## config.mk

```make
export PLATFORM = sky130hd
export DESIGN_NAME = dsm_regs
export DESIGN_NICKNAME = d
export VERILOG_FILES = /design/src/hdl/assert_macros.svh /design/src/hdl/dsm_pkg.sv /design/src/hdl/dsm_regs.sv
export SDC_FILE = /design/constraint.sdc
export NUM_CORES = 1
export LEC_CHECK = 0
export ABC_AREA = 1
export BUFFER_PORTS_ARGS = -buffer_cell sky130_fd_sc_hd__buf_4
export CORE_ASPECT_RATIO = 0.8
export CORE_MARGIN = 2
export CORE_UTILIZATION = 54
export DETAILED_ROUTE_END_ITERATION = 8
export PLACE_DENSITY = 0.84
export SLEW_MARGIN = 10
export SYNTH_ARGS = -nofsm -noshare
export SYNTH_HDL_FRONTEND = slang
export SYNTH_SLANG_ARGS = --single-unit
```

## constraint.sdc

```tcl
create_clock -name clk_i -period 2.38 [get_ports clk_i]
set_input_delay 0.119 -clock clk_i [delete_from_list [all_inputs] [get_ports clk_i]]
set_output_delay 0.119 -clock clk_i [all_outputs]
set_load 0.02 [all_outputs]
```

## src/hdl/assert_macros.svh

```systemverilog
// Assertion macros shared by the RTL of the drum sequencer.
// No dependencies; compiled away when SYNTHESIS is defined.
`ifndef ASSERT_MACROS_SVH
`define ASSERT_MACROS_SVH

`ifndef SYNTHESIS
`define ASSERT_PROP(name, clk, rst_n, prop, msg) \
  name: assert property (@(posedge clk) disable iff (!rst_n) prop) else $error(msg);
`define ASSERT_NEVER(name, clk, rst_n, cond, msg) \
  name: assert property (@(posedge clk) disable iff (!rst_n) !(cond)) else $error(msg);
`else
`define ASSERT_PROP(name, clk, rst_n, prop, msg)
`define ASSERT_NEVER(name, clk, rst_n, cond, msg)
`endif

`endif

```

## src/hdl/dsm_pkg.sv

```systemverilog
// Package of the drum step sequencer mixer: constants, register map, types.
// No dependencies.
package dsm_pkg;

  localparam int unsigned SAMPLE_DEPTH = 8192;
  localparam int unsigned STEP_COUNT   = 16;
  localparam int unsigned VOICE_COUNT  = 3;

  localparam int unsigned SAMPLE_W = 12;
  localparam int unsigned STEP_W   = 4;
  localparam int unsigned TICK_W   = 16;
  localparam int unsigned LEN_W    = 14;
  localparam int unsigned ADDR_IN_W = 13;
  localparam int unsigned VOICE_W  = 2;
  localparam int unsigned SUM_W    = 14;
  localparam int unsigned CNT_W    = 2;

  localparam logic [SAMPLE_W-1:0] FULL_SCALE    = 12'd4095;
  localparam logic [SAMPLE_W-1:0] SILENCE_LEVEL = 12'd2047;

  // x / 3 == (x * 43691) >> 17 for every x below 2^17
  localparam logic [16:0] DIV3_MUL   = 17'd43691;
  localparam int unsigned DIV3_SHIFT = 17;

  localparam logic OP_TICK = 1'b0;
  localparam logic OP_LOAD = 1'b1;

  // APB register map, index = paddr[4:2]
  localparam int unsigned APB_ADDR_W = 5;
  localparam int unsigned APB_DATA_W = 32;
  localparam logic [2:0] REG_SPS   = 3'd0;
  localparam logic [2:0] REG_PAT0  = 3'd1;
  localparam logic [2:0] REG_PAT1  = 3'd2;
  localparam logic [2:0] REG_PAT2  = 3'd3;
  localparam logic [2:0] REG_LEN0  = 3'd4;
  localparam logic [2:0] REG_LEN1  = 3'd5;
  localparam logic [2:0] REG_LEN2  = 3'd6;

  typedef enum logic [1:0] {
    ST_IDLE,
    ST_STEP,
    ST_SUM,
    ST_MIX
  } dsm_state_e;

  typedef struct packed {
    logic [TICK_W-1:0]                    sps;
    logic [VOICE_COUNT-1:0][STEP_COUNT-1:0] pattern;
    logic [VOICE_COUNT-1:0][LEN_W-1:0]    length;
  } dsm_cfg_t;

  typedef struct packed {
    logic load_wr;   // store the accepted load item
    logic step_en;   // advance sequencer, issue sample reads
    logic sum_en;    // add up read data
    logic out_load;  // write result into output register
  } dsm_cmd_t;

  typedef struct packed {
    logic out_free;  // output register can take a result this cycle
  } dsm_sts_t;

endpackage

```

## src/hdl/dsm_regs.sv

```systemverilog
// APB configuration registers of the drum sequencer.
// Depends on dsm_pkg.
module dsm_regs (
  input  logic                           clk_i,
  input  logic                           rst_ni,
  input  logic                           psel,
  input  logic                           penable,
  input  logic                           pwrite,
  input  logic [dsm_pkg::APB_ADDR_W-1:0] paddr,
  input  logic [dsm_pkg::APB_DATA_W-1:0] pwdata,
  output logic [dsm_pkg::APB_DATA_W-1:0] prdata,
  output logic                           pready,
  output dsm_pkg::dsm_cfg_t              cfg_o
);

  // tempo 1, patterns and lengths cleared
  localparam dsm_pkg::dsm_cfg_t CFG_RESET = '{sps: 16'd1, pattern: '0, length: '0};

  dsm_pkg::dsm_cfg_t cfg_q, cfg_d;
  logic [2:0] idx;
  logic       wr;

  assign idx    = paddr[4:2];
  assign wr     = psel & penable & pwrite;
  assign pready = 1'b1;

  always_comb begin
    cfg_d = cfg_q;
    if (wr) begin
      case (idx)
        dsm_pkg::REG_SPS:  cfg_d.sps        = pwdata[15:0];
        dsm_pkg::REG_PAT0: cfg_d.pattern[0] = pwdata[15:0];
        dsm_pkg::REG_PAT1: cfg_d.pattern[1] = pwdata[15:0];
        dsm_pkg::REG_PAT2: cfg_d.pattern[2] = pwdata[15:0];
        dsm_pkg::REG_LEN0: cfg_d.length[0]  = pwdata[13:0];
        dsm_pkg::REG_LEN1: cfg_d.length[1]  = pwdata[13:0];
        dsm_pkg::REG_LEN2: cfg_d.length[2]  = pwdata[13:0];
        default: ;
      endcase
    end
  end

  always_ff @(posedge clk_i or negedge rst_ni) begin
    if (!rst_ni) begin
      cfg_q <= CFG_RESET;
    end else begin
      cfg_q <= cfg_d;
    end
  end

  always_comb begin
    case (idx)
      dsm_pkg::REG_SPS:  prdata = {16'd0, cfg_q.sps};
      dsm_pkg::REG_PAT0: prdata = {16'd0, cfg_q.pattern[0]};
      dsm_pkg::REG_PAT1: prdata = {16'd0, cfg_q.pattern[1]};
      dsm_pkg::REG_PAT2: prdata = {16'd0, cfg_q.pattern[2]};
      dsm_pkg::REG_LEN0: prdata = {18'd0, cfg_q.length[0]};
      dsm_pkg::REG_LEN1: prdata = {18'd0, cfg_q.length[1]};
      dsm_pkg::REG_LEN2: prdata = {18'd0, cfg_q.length[2]};
      default:           prdata = '0;
    endcase
  end

  assign cfg_o = cfg_q;

endmodule

```

# After elaboration in Yosys (flattened, before gate mapping)
# Index checks and enable logic that the tools add are counted.
[word_totals]
regBits = 106
inputBits = 42
output_inout_bits = 139
[op_classes]
n_eq_ne = 6
muxes = 1
n_bitwise = 2
n_reduce_logical = 8
[op_table]
columns = ["op", "count"]
rows = [
  ["case mux 16 bit (7 select lines)", 1],
  ["AND reduction 2 bit", 7],
  ["equality test 3 bit, second input constant", 3],
  ["equality test 3 x 2 -> 1 bit, second input constant", 2],
  ["equality test 3 x 1 -> 1 bit, second input constant", 1],
  ["logical NOT 3 bit", 1],
  ["bitwise AND 1 bit", 2],
]

# Logic depth before layout (Yosys ltp)
[depth]
ltp_word = 3
depth_mapped = 8
ltp_nobuf = 6

# Least setup slack after synthesis
# OpenSTA, ideal clock, no wires.
[synth_path]
path_kind = "input to output"
from = "input paddr[4] (netlist bit)"
to = "output prdata[1] (netlist bit)"
arrival_time_ns = 1.020
slack_ns = 1.241
path_stages = 8
path_buffers = 3
path_cell_list = "buf_6 -> inv_4 -> buf_4 -> buf_2 -> nand4_1 -> nand2_1 -> nor2_1 -> nand2_1"
[synth_between]
elab_chain_len = 2
elab_cells_between_ends = 8
cone_classes = "eq/ne (6); mux (1); reduce/logical (1)"
[synth_rtl]
columns = ["item", "line_no", "text"]
rows = [
  ["start: declaration", "dsm_regs.sv:9", "input logic [dsm_pkg::APB_ADDR_W-1:0] paddr,"],
  ["equality test 3 bit (tied with other cells)", "dsm_regs.sv:52", "case (idx)"],
  ["case mux 16 bit (7 select lines) (*)", "dsm_regs.sv:52", ""],
  ["end: declaration", "dsm_regs.sv:11", "output logic [dsm_pkg::APB_DATA_W-1:0] prdata,"],
]
# Mark *: on every way between the ends. The rest lies on a longest branch, timed or not.

# Worst setup path in the final report
[layout_path]
from = "input paddr[2] (netlist bit)"
to = "output prdata[13] (netlist bit)"
# Same word-level chain as after synthesis.

==> results.yml <==
timing:
  max_freq_mhz: 565
  holdWs_ns: 0.0116
  fin_crit_ns: 1.77
  worst_pin_slew_ns: 0.663
  setup_tns_ns: 0
  finalWorstSetupSlack_ns: 0.611
  final-setup-viol-count: 0
  slew_viol_final: 0
  rsz0062_at_grt: "no"
  finalClockSkew_ns: 0
  finalHoldViolCount: 0
  relSlewSlack_pct: 55.8
  period_share_pct: 74.3
worst_setup_path:
  crit_slowest_cell: "buf_4"
  r2r_setup_slack_ns: 1.58
  cp_num_buf_inv: 3
  r2r_start: "cfg_o[90]"
  arrival_ns: 1.65
  r2r_cells: 2
  rr_endpoint: "cfg_o[90]"
  crit_required_ns: 2.26
  critPathTopFamily: "buffers and inverters"
  crit_chain: "buf_4 -> inv_2 -> nand4_1 -> nand2_1 -> nor2_1 -> nand2_1 -> buf_4"
  worstSetupStartpointType: "input port"
  cpPeakStageDelay_ns: 0.44
  endpoint_kind: "primary output"
  critPathKind: "in -> out"
  cp_max_fo: 36
logic_synthesis:
  syn_inst: 706
  yosys_register_bits: 106
  yosysUniqueCellTypes: 25
  synth_compound_area_share_pct: 9.64
  synthMuxAreaShare_pct: 0
  synth_fa_ha_area_share_pct: 0
  yosysWarnings: 0
  synthesis.area_sq_mm: 0.00550
  yosys.area_share.simple_pct: 32.2
  synth_xor_area_share_pct: 0
  synth_area_per_cell_sq_um: 7.80
  synth_top_family_by_area: "simple AND/OR/NAND/NOR gates"
  ys_seq_area_share_pct: 48.2
power_and_ir_drop:
  power_switching_mw: 2.13
  p_comb_share_pct: 31.2
  power_frac_seq_pct: 42.5
  power_leakage_nw: 3.70
  clock_power_share_pct: 26.3
  vdd_ir_drop_max_mv: 0.429
  p_per_area_mw_per_mm2: 845
  p_total_mw: 5.79
  switching_share_pct: 36.8
  intPower_mw: 3.66
placed_design:
  placed_cells: 946
  placedInstanceArea_sq_mm: 0.00653
  routabilityCongestion: 0.889
  io_buffers: 145
  dp_hpwl_microns: 12000
  pre_cts_slack_ns: 0.567
worst_hold_path:
  min_to: "cfg_o[89]"
  min_path_cells: 3
  min_path_type: "in -> reg"
  worstHoldStart: "pwdata[15]"
die:
  die_w_microns: 117
  io_pins: 181
  die_h_microns: 94.3
  rows: 32
  die_area_sq_mm: 0.0110
  core-area_sq_mm: 0.00977
  initial_utilization_pct: 56.3
final_layout:
  utilization_pct: 70.1
  final_cell_mix: "nand2_1, buf_4, dfrtp_1"
  final_common_cell: "nand2_1"
  largest_register_ffs: 106
  drive_gt1_share_pct: 23.3
  synthToLayoutAreaGrowth_pct: 24.5
  final_nets: 865
  design_area_sq_mm: 0.00685
  n_fill_cell: 812
  antenna_cells: 0
  fin_cells: 964
outcome:
  status: "finished clean"
clock_network:
  post_cts_resized: 0
  cts_tree: "done"
  htreeDepth: 3
  clkLatencyLatePin_ns: 0.34
  root_buffer: "clkbuf_16"
  clock-sinks: 106
  numCtsBuffers: 9
  clk_pin_slew_ns: 0.07
  post_cts_buffers: 0
  postCtsHoldBufs: 2
  clock_path_buffers: 2
global_route:
  grt_pass1_wl_microns: 26900
  grt_pass1_vias: 5288
  antenna_found_initial: 0
  grt_max_degree: 58
  grt_overflow: 0
  grt.total_usage_pct: 31.9
routing:
  vias: 5718
  antenna_left: 0
  first_pass_iters: 5
  drtIter0Drc: 530
  drc_errors: 0
  avgViaCountPerCell: 5.93
  wirelength_microns: 17300
  drt-wirelength-per-cell_microns: 17.9
job:
  cap_violations: 0
metal layers:
layer / global-route usage, % / share of wire (%) / vias to the layer above
li1: - / - / 2524
met1: 42.6 / 38 / 2743
met2: 51.8 / 48 / 392
met3: 5.16 / 10 / 59
met4: 13.5 / 3.4 / 0
met5: 0 / 0 / -
cell type report:
| class | instances | area [sq um] | share of cell area, % |
|---|---|---|---|
| clock buffer | 10 | 229 | 3.34 |
| clock inverter | 6 | 73.8 | 1.08 |
| inverter | 36 | 140 | 2.05 |
| multi-input combinational | 512 | 2370 | 34.6 |
| sequential | 106 | 2650 | 38.7 |
| tap | 136 | 170 | 2.48 |
| timing repair buffer | 158 | 1220 | 17.8 |
how the worst max path moves through the flow:
stage | start | to | slack, ns | depth (start not counted)
3_3_place_gp | paddr[4] | cfg_o[48] | 0.62 | 6
2_1_floorplan | paddr[4] | prdata[1] | 1.24 | 8
4_1_cts | paddr[2] | prdata[11] | 0.69 | 7
5_1_grt | paddr[2] | prdata[4] | 0.52 | 7
3_5_place_dp | paddr[4] | cfg_o[45] | 0.57 | 6
6_report | paddr[2] | prdata[13] | 0.61 | 7
synthesized netlist by cell type (all sizes together):
cell / n / area share (%)
inv: 36 / 2.5
nor2: 50 / 4.6
nand3: 36 / 3.9
dfrtp: 105 / 48
nand2: 243 / 17
dfstp: 1 / 0.48
clkbuf: 16 / 1.1
o21ai: 106 / 9.6
nand4: 60 / 6.8
buf: 51 / 6.1
conb: 2 / 0.14
tightest hold or removal path, stage by stage:
cell and delay (ns):
buf_4 0.10, nand2_1 0.05, nand2_1 0.05
power groups by stage:
stage / registers [mW] / logic [mW] / clock network [mW]
2_1_floorplan: 2.81 / 0.570 / 0
3_3_place_gp: 2.46 / 1.75 / 0
3_5_place_dp: 2.48 / 1.80 / 0
4_1_cts: 2.45 / 1.81 / 1.53
5_1_grt: 2.49 / 1.95 / 1.59
6_report: 2.46 / 1.81 / 1.52
kinds of logic (layout without fill, tap and decap cells):
group / after synthesis / after routing
buf+inv: 103 / 210
other cells: 2 / 17
flops: 106 / 106
compound gates: 106 / 106
simple gates: 389 / 389
No activity file was read; power rests on OpenSTA's default activity.
