==> src/hdl/assert_macros.svh <==
// Assertion macros shared by the RTL of the drum sequencer.
// No dependencies; compiled away when SYNTHESIS is defined.
`ifndef ASSERT_MACROS_SVH
`define ASSERT_MACROS_SVH

`ifndef SYNTHESIS
`define ASSERT_PROP(name, clk, rst_n, prop, msg) \
  name: assert property (@(posedge clk) disable iff (!rst_n) prop) else $error(msg);
`define ASSERT_NEVER(name, clk, rst_n, cond, msg) \
  name: assert property (@(posedge clk) disable iff (!rst_n) !(cond)) else $error(msg);
`else
`define ASSERT_PROP(name, clk, rst_n, prop, msg)
`define ASSERT_NEVER(name, clk, rst_n, cond, msg)
`endif

`endif

==> src/hdl/dsm_pkg.sv <==
// Package of the drum step sequencer mixer: constants, register map, types.
// No dependencies.
package dsm_pkg;

  localparam int unsigned SAMPLE_DEPTH = 8192;
  localparam int unsigned STEP_COUNT   = 16;
  localparam int unsigned VOICE_COUNT  = 3;

  localparam int unsigned SAMPLE_W = 12;
  localparam int unsigned STEP_W   = 4;
  localparam int unsigned TICK_W   = 16;
  localparam int unsigned LEN_W    = 14;
  localparam int unsigned ADDR_IN_W = 13;
  localparam int unsigned VOICE_W  = 2;
  localparam int unsigned SUM_W    = 14;
  localparam int unsigned CNT_W    = 2;

  localparam logic [SAMPLE_W-1:0] FULL_SCALE    = 12'd4095;
  localparam logic [SAMPLE_W-1:0] SILENCE_LEVEL = 12'd2047;

  // x / 3 == (x * 43691) >> 17 for every x below 2^17
  localparam logic [16:0] DIV3_MUL   = 17'd43691;
  localparam int unsigned DIV3_SHIFT = 17;

  localparam logic OP_TICK = 1'b0;
  localparam logic OP_LOAD = 1'b1;

  // APB register map, index = paddr[4:2]
  localparam int unsigned APB_ADDR_W = 5;
  localparam int unsigned APB_DATA_W = 32;
  localparam logic [2:0] REG_SPS   = 3'd0;
  localparam logic [2:0] REG_PAT0  = 3'd1;
  localparam logic [2:0] REG_PAT1  = 3'd2;
  localparam logic [2:0] REG_PAT2  = 3'd3;
  localparam logic [2:0] REG_LEN0  = 3'd4;
  localparam logic [2:0] REG_LEN1  = 3'd5;
  localparam logic [2:0] REG_LEN2  = 3'd6;

  typedef enum logic [1:0] {
    ST_IDLE,
    ST_STEP,
    ST_SUM,
    ST_MIX
  } dsm_state_e;

  typedef struct packed {
    logic [TICK_W-1:0]                    sps;
    logic [VOICE_COUNT-1:0][STEP_COUNT-1:0] pattern;
    logic [VOICE_COUNT-1:0][LEN_W-1:0]    length;
  } dsm_cfg_t;

  typedef struct packed {
    logic load_wr;   // store the accepted load item
    logic step_en;   // advance sequencer, issue sample reads
    logic sum_en;    // add up read data
    logic out_load;  // write result into output register
  } dsm_cmd_t;

  typedef struct packed {
    logic out_free;  // output register can take a result this cycle
  } dsm_sts_t;

endpackage

==> src/hdl/dsm_ctrl.sv <==
// Controller of the drum sequencer: sequences a tick through step, sum, mix.
// Depends on dsm_pkg.
module dsm_ctrl (
  input  logic              clk_i,
  input  logic              rst_ni,
  input  logic              in_valid_i,
  input  logic              in_op_i,
  output logic              in_ready_o,
  input  dsm_pkg::dsm_sts_t sts_i,
  output dsm_pkg::dsm_cmd_t cmd_o
);

  dsm_pkg::dsm_state_e state_q, state_d;

  always_ff @(posedge clk_i or negedge rst_ni) begin
    if (!rst_ni) begin
      state_q <= dsm_pkg::ST_IDLE;
    end else begin
      state_q <= state_d;
    end
  end

  always_comb begin
    state_d    = state_q;
    cmd_o      = '0;
    in_ready_o = 1'b0;
    case (state_q)
      dsm_pkg::ST_IDLE: begin
        // ready is high here, so valid alone means an accepted item
        in_ready_o = 1'b1;
        if (in_valid_i) begin
          if (in_op_i == dsm_pkg::OP_LOAD) begin
            cmd_o.load_wr = 1'b1;
          end else begin
            state_d = dsm_pkg::ST_STEP;
          end
        end
      end
      dsm_pkg::ST_STEP: begin
        cmd_o.step_en = 1'b1;
        state_d       = dsm_pkg::ST_SUM;
      end
      dsm_pkg::ST_SUM: begin
        cmd_o.sum_en = 1'b1;
        state_d      = dsm_pkg::ST_MIX;
      end
      dsm_pkg::ST_MIX: begin
        if (sts_i.out_free) begin
          cmd_o.out_load = 1'b1;
          state_d        = dsm_pkg::ST_IDLE;
        end
      end
      default: state_d = dsm_pkg::ST_IDLE;
    endcase
  end

endmodule

==> config.mk <==
export PLATFORM = sky130hd
export DESIGN_NAME = dsm_ctrl
export DESIGN_NICKNAME = d
export VERILOG_FILES = /design/src/hdl/assert_macros.svh /design/src/hdl/dsm_pkg.sv /design/src/hdl/dsm_ctrl.sv
export SDC_FILE = /design/constraint.sdc
export NUM_CORES = 1
export LEC_CHECK = 0
export BUFFER_PORTS_ARGS = -buffer_cell sky130_fd_sc_hd__buf_2
export CORE_AREA = 2 2 39 41
export CTS_BUF_LIST = sky130_fd_sc_hd__clkbuf_16
export DETAILED_ROUTE_END_ITERATION = 16
export DIE_AREA = 0 0 41 43
export SLEW_MARGIN = 20
export SYNTH_ARGS = -nofsm -noshare
export SYNTH_HDL_FRONTEND = slang
export SYNTH_SLANG_ARGS = --single-unit
==> constraint.sdc <==
create_clock -name clk_i -period 1.45 [get_ports clk_i]
set_input_delay 0.0725 -clock clk_i [delete_from_list [all_inputs] [get_ports clk_i]]
set_output_delay 0.0725 -clock clk_i [all_outputs]
set_load 0.005 [all_outputs]
=== Word level (Yosys, flattened, before mapping) ===
Cells that the tools add are included.

* Equality and inequality tests: 6
* Mux-type cells: 12
* Reduce and logical (&&, ||, !) cells: 2

{| class="wikitable"
|+ Operators by type and width
! cell !! count
|-
| $mux W1 || 8
|-
| $pmux W2 S4 || 1
|-
| $mux W2 || 3
|-
| $ne A2 B2 Y1 const B || 3
|-
| $eq A2 B2 Y1 const B || 2
|-
| $reduce_and A3 Y1 || 1
|-
| $eq A2 B1 Y1 const B || 1
|-
| $logic_not A2 Y1 || 1
|}

* Bits in registers: 2
* Bits of input ports: 5
* Output and inout bits: 5
* Logic and storage cells: 21

=== Depth between registers and ports, before layout ===
Gate-level depths: netlist of the first run.

* Word-level depth: 3
* Mapped depth: 4
* Depth with buffers taken out: 4

=== Worst setup path before layout of the first run ===
Ideal clock, no wire load.

* Path type: register -> register
* Start point: reg state_q[0]
* End point: reg state_q[1]
* Setup time: 0.125 ns
* Arrival time: 1.139 ns
* Data required time: 1.325 ns
* Path slack: 0.186 ns
* Stages on the path, launching flop included: 5
* Path buffers: 0
* Period minus slack after synthesis: 1.264 ns
* Cells stage by stage: dfrtp_1 -> ha_1 -> nor2b_4 -> a21oi_2 -> mux2_4

* Cells in the longest elaborated chain, start to end: 3
* Elaborated cells on any way between the ends: 9
* Classes of those cells: eq/ne (6); mux (1); reduce/logical (2)

{| class="wikitable"
|+ Ends and longest elaborated chain
! item !! RTL line !! RTL
|-
| start, declared || dsm_ctrl.sv:13 || <nowiki>dsm_pkg::dsm_state_e state_q, state_d;</nowiki>
|-
| start signal, assigned || dsm_ctrl.sv:17 || <nowiki>state_q <= dsm_pkg::ST_IDLE;</nowiki>
|-
| start signal, assigned || dsm_ctrl.sv:19 || <nowiki>state_q <= state_d;</nowiki>
|-
| $eq A2 B2 Y1 or $logic_not A2 Y1 (tied branches) || dsm_ctrl.sv:27 || <nowiki>case (state_q)</nowiki>
|-
| $ne A2 B2 Y1 (no line) || n/a ||
|-
| $reduce_and A3 Y1 (no line) || n/a ||
|}

Several ways; a longest one is shown, not always the timed one.
A chain may end at the register's enable or synchronous reset.

=== Final worst setup path of the first run ===
Ends and elaborated chain as after synthesis.

==> impl_metrics.env, run 1 <==
export IMPL_busiest_layer="met4"
export IMPL_cts_tree="built"
export IMPL_power_density_nw_per_um2=2480
export IMPL_fmax_mhz=758
export IMPL_track_usage_pct=6.01
export IMPL_worst_slack_ns=0.131
export IMPL_rsz0062_at_grt="false"
export IMPL_finalPower_mw=0.827
export IMPL_grt_pass1_wl_um=586
export IMPL_setup_violations=0
export IMPL_design_area_um2=333
export IMPL_io_pins=10
export IMPL_die_area_um2=1760
export IMPL_clock_path_buffers=2
export IMPL_num_rows=14
export IMPL_synth_top_cells_by_area="dfrtp_1 27%, ha_1 27%, mux2_4 8.2%"
export IMPL_maxSlewViolCount=0
export IMPL_met3_usage_pct=1.57
export IMPL_ys_seq_area_share_pct=27.4
export IMPL_dr_pass1_iters=2
export IMPL_yosysWarnings=0
export IMPL_syn_cell_area_um2=183
export IMPL_core_area_um2=1380
export IMPL_drtIter0Drc=2
export IMPL_fillCellCount=146
export IMPL_gp_congestion=0.639
export IMPL_yosysMostFrequentCell="ha_1"
export IMPL_fin_skew_ns=0.000730
export IMPL_synth_common_cells="4 x ha_1, 2 x dfrtp_1, 2 x inv_1"
export IMPL_status="finished, final reports clean"
export IMPL_insertion_delay_ns=0.22
export IMPL_async_flop_share_pct=100
export IMPL_area_delta_synth_final_pct=82.2
export IMPL_syn_num_nets=24
export IMPL_antenna_found_initial=0
export IMPL_critical_path_class="flip-flop to flip-flop"
export IMPL_numCtsBuffers=3
export IMPL_initial_core_util_pct=13.2
export IMPL_hold_viol=0
export IMPL_maxCapViolCount=0
export IMPL_min_period_over_period_pct=91.0
export IMPL_largest_reg_flops=2
export IMPL_slew_headroom_pct=90.1
export IMPL_crit_required_ns=1.55
export IMPL_place_area_um2=248
export IMPL_postRouteAntennaNets=0
export IMPL_wl_um=357
export IMPL_ys_ff_latch=2
export IMPL_drive_above_1_share_pct=60.7
export IMPL_syn_avg_cell_area_um2=12.2
export IMPL_utilization_pct=24.1
export IMPL_worstPathMaxFanout=4
export IMPL_regMostFlops="state_q"
export IMPL_yosysTopAreaCell="dfrtp_1"
export IMPL_synth_distinct_cells=10
export IMPL_cts_hold_buf=1
export IMPL_peakVddDrop_mv=0.455
export IMPL_n_antenna_cell=0
export IMPL_reg_largest_list="state_q x2"
export IMPL_hp_class="input port to asynchronous set/reset pin"
export IMPL_syn_inst=15
export IMPL_dieHeight_um=43
export IMPL_synth_flop_cell="dfrtp_1"
export IMPL_timing_setup_tns_ns=0
export IMPL_power_leakage_nw=0.180
export IMPL_num_vias=147
export IMPL_vias_per_cell=3.34
export IMPL_grt_overflow_total=0
export IMPL_cts_resized=0
export IMPL_grt_pass1_vias=162
export IMPL_cp_end_kind="flip-flop"
export IMPL_grtUsageMet1_pct=4.14
export IMPL_cts_sinks=2
export IMPL_die_x_um=41
export IMPL_grtUsageMet2_pct=8.13
export IMPL_portBuffers=9
export IMPL_drc=0
export IMPL_worst_pin_slew_ns=0.148
export IMPL_hpwl_um=264
export IMPL_grt_max_degree=5
export IMPL_cp_start_kind="flip-flop"
export IMPL_nets=39
export IMPL_wl_per_cell_um=8.11
export IMPL_reg2reg_slack_ns=0.13
export IMPL_cts_setup_buffers=0
export IMPL_cp_arrival_ns=1.42
export IMPL_h_tree_depth=1
export IMPL_clk_pin_slew_ns=0.03
export IMPL_period_needed_ns=1.32
export IMPL_dpl_worst_slack_ns=0.122
export IMPL_synth_edf_count=0
export IMPL_cts_root_buf="clkbuf_16"
export IMPL_yosys_area_top_type_share_pct=27.4
## path summary, 6_finish.rpt
check	from	to	cells past startpoint
min in group clk_i	sts_i	state_q[0]$_DFFE_PN0P_	3
worst max-delay path	state_q[0]$_DFFE_PN0P_	state_q[1]$_DFFE_PN0P_	4
worst min register to register	state_q[1]$_DFFE_PN0P_	state_q[1]$_DFFE_PN0P_	1
max in group asynchronous	rst_ni	state_q[1]$_DFFE_PN0P_	2
worst max register to register	state_q[0]$_DFFE_PN0P_	state_q[1]$_DFFE_PN0P_	4
worst min-delay path	rst_ni	state_q[0]$_DFFE_PN0P_	2
## kinds of logic after synthesis
kind of cell             count (synthesis)  share of synthesized area [%]
AND/OR/NAND/NOR                          4                           22.6
multiplexers                             1                           8.22
buffers and inverters                    2                           4.11
adder cells (fa/ha/maj)                  4                           27.4
flip-flops                               2                           27.4
AO/OA/AOI/OAI                            2                           10.3
## routing by layer
layer	up-vias	share of wire (%)
met2	4	53
li1	76	-
met3	0	4.5
met4	0	0
met1	67	42
met5	-	0
## final cells by class
cell class | instances | area [um^2] | share of cell area (%)
repair buffers | 10 | 55.1 | 16.5
clock buffers | 3 | 75.1 | 22.6
multi-input cells | 11 | 125 | 37.6
flip-flops and latches | 2 | 50.0 | 15.0
inverters | 2 | 7.51 | 2.26
well taps | 16 | 20.0 | 6.02
## metrics by stage
| step | instances | hold slack [ns] |
|---|---|---|
| 3_3_place_gp | 40 | -0.141 |
| 6_report | 44 | 0.173 |
| 2_1_floorplan | 15 | -0.223 |
| 3_5_place_dp | 40 | -0.142 |
| 5_1_grt | 44 | 0.183 |
| 4_1_cts | 44 | 0.175 |
## where the power goes
part	switching, mW	internal [mW]	total [mW]
Combinational	0.118	0.174	0.292
Clock	0.0622	0.351	0.413
Sequential	0.0330	0.0884	0.121
Total	0.213	0.613	0.827
## worst max-delay path, cell delays in order, from the launching register on
cell and delay (ns):
dfrtp_1 0.40, ha_1 0.22, nor2b_4 0.13, a21oi_2 0.14, mux2_4 0.31
## layout by cell type (no fill, tap or decap)
master and count:
dlygate4sd3_1 1, dfrtp_1 2, and3_2 1, and2_1 1
a21oi_2 1, buf_2 9, o32a_1 1, mux2_4 1
clkbuf_16 3, inv_1 2, nand2b_4 1, nor2b_4 1
ha_1 4
No activity file was read; power rests on OpenSTA's default activity.
==> run 2: changes to the inputs <==
- ABC_AREA: not set -> 1
- HOLD_SLACK_MARGIN: not set -> 0.06
==> impl_metrics.env, run 2 <==
export IMPL_insertion_delay_ns=0.22
export IMPL_ys_ff_latch=2
export IMPL_synth_edf_count=0
export IMPL_synth_common_cells="9 x nand2_1, 6 x inv_1, 4 x ha_1"
export IMPL_ys_seq_area_share_pct=26.7
export IMPL_drtIter0Drc=1
export IMPL_min_period_over_period_pct=88.5
export IMPL_portBuffers=9
export IMPL_cts_resized=0
export IMPL_pwr_share_comb_pct=35.6
export IMPL_async_flop_share_pct=100
export IMPL_wl_um=379
export IMPL_critical_path_class="flip-flop to primary output"
export IMPL_grt_pass1_vias=199
export IMPL_drc=0
export IMPL_busiest_layer="met2"
export IMPL_peakVddDrop_mv=0.872
export IMPL_grt_max_degree=6
export IMPL_wl_per_cell_um=6.77
export IMPL_grt_pass1_wl_um=696
export IMPL_netSwitchingFraction_pct=30.1
export IMPL_cts_root_buf="clkbuf_16"
export IMPL_synth_flop_cell="dfrtp_1"
export IMPL_io_pins=10
export IMPL_cp_start_kind="flip-flop"
export IMPL_crit_required_ns=1.38
export IMPL_status="finished, final reports clean"
export IMPL_dr_pass1_iters=2
export IMPL_syn_num_nets=36
export IMPL_postRouteAntennaNets=0
export IMPL_regMostFlops="state_q"
export IMPL_track_usage_pct=6.63
export IMPL_rsz0062_at_grt="false"
export IMPL_numCtsBuffers=3
export IMPL_p_int_mw=0.573
export IMPL_syn_avg_cell_area_um2=6.95
export IMPL_n_antenna_cell=0
export IMPL_cp_end_kind="primary output"
export IMPL_syn_cell_area_um2=188
export IMPL_synth_top_cells_by_area="dfrtp_1 27%, ha_1 27%, nand2_1 18%"
export IMPL_finalPower_mw=0.819
export IMPL_reg_largest_list="state_q x2"
export IMPL_yosysWarnings=0
export IMPL_grtUsageMet1_pct=6.77
export IMPL_nets=51
export IMPL_gp_congestion=0.570
export IMPL_num_vias=193
export IMPL_num_rows=14
export IMPL_maxSlewViolCount=0
export IMPL_antenna_found_initial=0
export IMPL_core_area_um2=1380
export IMPL_power_leakage_nw=0.207
export IMPL_h_tree_depth=1
export IMPL_grt_overflow_total=0
export IMPL_period_needed_ns=1.28
export IMPL_fmax_mhz=780
export IMPL_slew_headroom_pct=90.6
export IMPL_grtUsageMet2_pct=8.44
export IMPL_cts_tree="built"
export IMPL_hp_class="input port to asynchronous set/reset pin"
export IMPL_yosys_area_top_type_share_pct=26.7
export IMPL_worst_pin_slew_ns=0.141
export IMPL_synth_distinct_cells=8
export IMPL_fin_skew_ns=0.00252
export IMPL_layout_common_cells="9 x nand2_1, 9 x buf_2, 6 x inv_1, 4 x ha_1"
export IMPL_maxCapViolCount=0
export IMPL_met3_usage_pct=4.71
export IMPL_area_delta_synth_final_pct=80.0
export IMPL_seq_power_share_pct=14.5
export IMPL_initial_core_util_pct=13.6
export IMPL_clk_pin_slew_ns=0.03
export IMPL_worstPathMaxFanout=5
export IMPL_hpwl_um=303
export IMPL_power_density_nw_per_um2=2420
export IMPL_clock_path_buffers=2
export IMPL_largest_reg_flops=2
export IMPL_vias_per_cell=3.45
export IMPL_setup_violations=0
export IMPL_timing_setup_tns_ns=0
export IMPL_cts_sinks=2
export IMPL_die_x_um=41
export IMPL_syn_inst=27
export IMPL_drive_above_1_share_pct=32.5
export IMPL_clkPwrFrac_pct=50.0
export IMPL_p_sw_mw=0.246
export IMPL_yosysTopAreaCell="dfrtp_1"
export IMPL_utilization_pct=24.4
export IMPL_hold_viol=0
export IMPL_cp_arrival_ns=1.21
export IMPL_die_area_um2=1760
export IMPL_dieHeight_um=43
export IMPL_yosysMostFrequentCell="nand2_1"
run 2: final cells by class:
class                      instances  area [um^2]
multi-input combinational         19          115
timing repair buffer              10         55.1
fill                             167         1050
sequential                         2         50.0
clock buffer                       3         75.1
tap                               16         20.0
inverter                           6         22.5
run 2: cell families after synthesis:
kind of cell	synth area share [%]
simple gates	34.7
buf+inv	12.0
fa+ha+maj	26.7
flops	26.7
run 2: routing by layer:
metal  up-vias  routed length (um)
met3         0                  55
met2        10                 147
met4         0                   0
met5         -                   0
met1        77                 176
li1        106                   -
run 2: timing repair:
action | 4_1_cts | 5_1_grt
endpoints found under the hold margin | 2 | 0
endpoints found under the setup margin | 0 | 0
hold buffers | 1 | 0
buffers inserted | 0 | 0
run 2: path summary, 6_finish.rpt:
path                                   startpoint                endpoint  slack, ns  cells after the start
min                                        rst_ni  state_q[0]$_DFFE_PN0P_       0.16                      2
min in group clk_i                     in_valid_i  state_q[0]$_DFFE_PN0P_       0.22                      5
min reg2reg                state_q[0]$_DFFE_PN0P_  state_q[0]$_DFFE_PN0P_       0.54                      2
max                        state_q[0]$_DFFE_PN0P_                cmd_o[3]       0.17                      5
max in group asynchronous                  rst_ni  state_q[1]$_DFFE_PN0P_       1.19                      2
max reg2reg                state_q[0]$_DFFE_PN0P_  state_q[0]$_DFFE_PN0P_       0.26                      5
run 2: power by group through the flow:
stage | sequential (mW) | clock [mW] | combinational [mW]
floorplan | 0.113 | 0 | 0.202
global placement | 0.117 | 0 | 0.291
detailed placement | 0.120 | 0 | 0.292
CTS | 0.119 | 0.415 | 0.300
global route | 0.126 | 0.424 | 0.350
finish | 0.119 | 0.409 | 0.291
run 2: per-stage QoR:
stage,worst slack [ns],cell area [um^2],instances,hold WS [ns]
after detailed placement,0.269,253,52,-0.139
after global routing,0.0513,338,56,0.186
after floorplan,0.327,188,27,-0.223
final,0.167,338,56,0.164
after CTS,0.156,338,56,0.165
after global placement,0.277,253,52,-0.139
run 2: worst max-delay path, stage by stage (launching register included):
cell and delay, ns:
dfrtp_1 0.40, inv_1 0.10, ha_1 0.22, nand2_1 0.09, nor2_1 0.08, buf_2 0.11
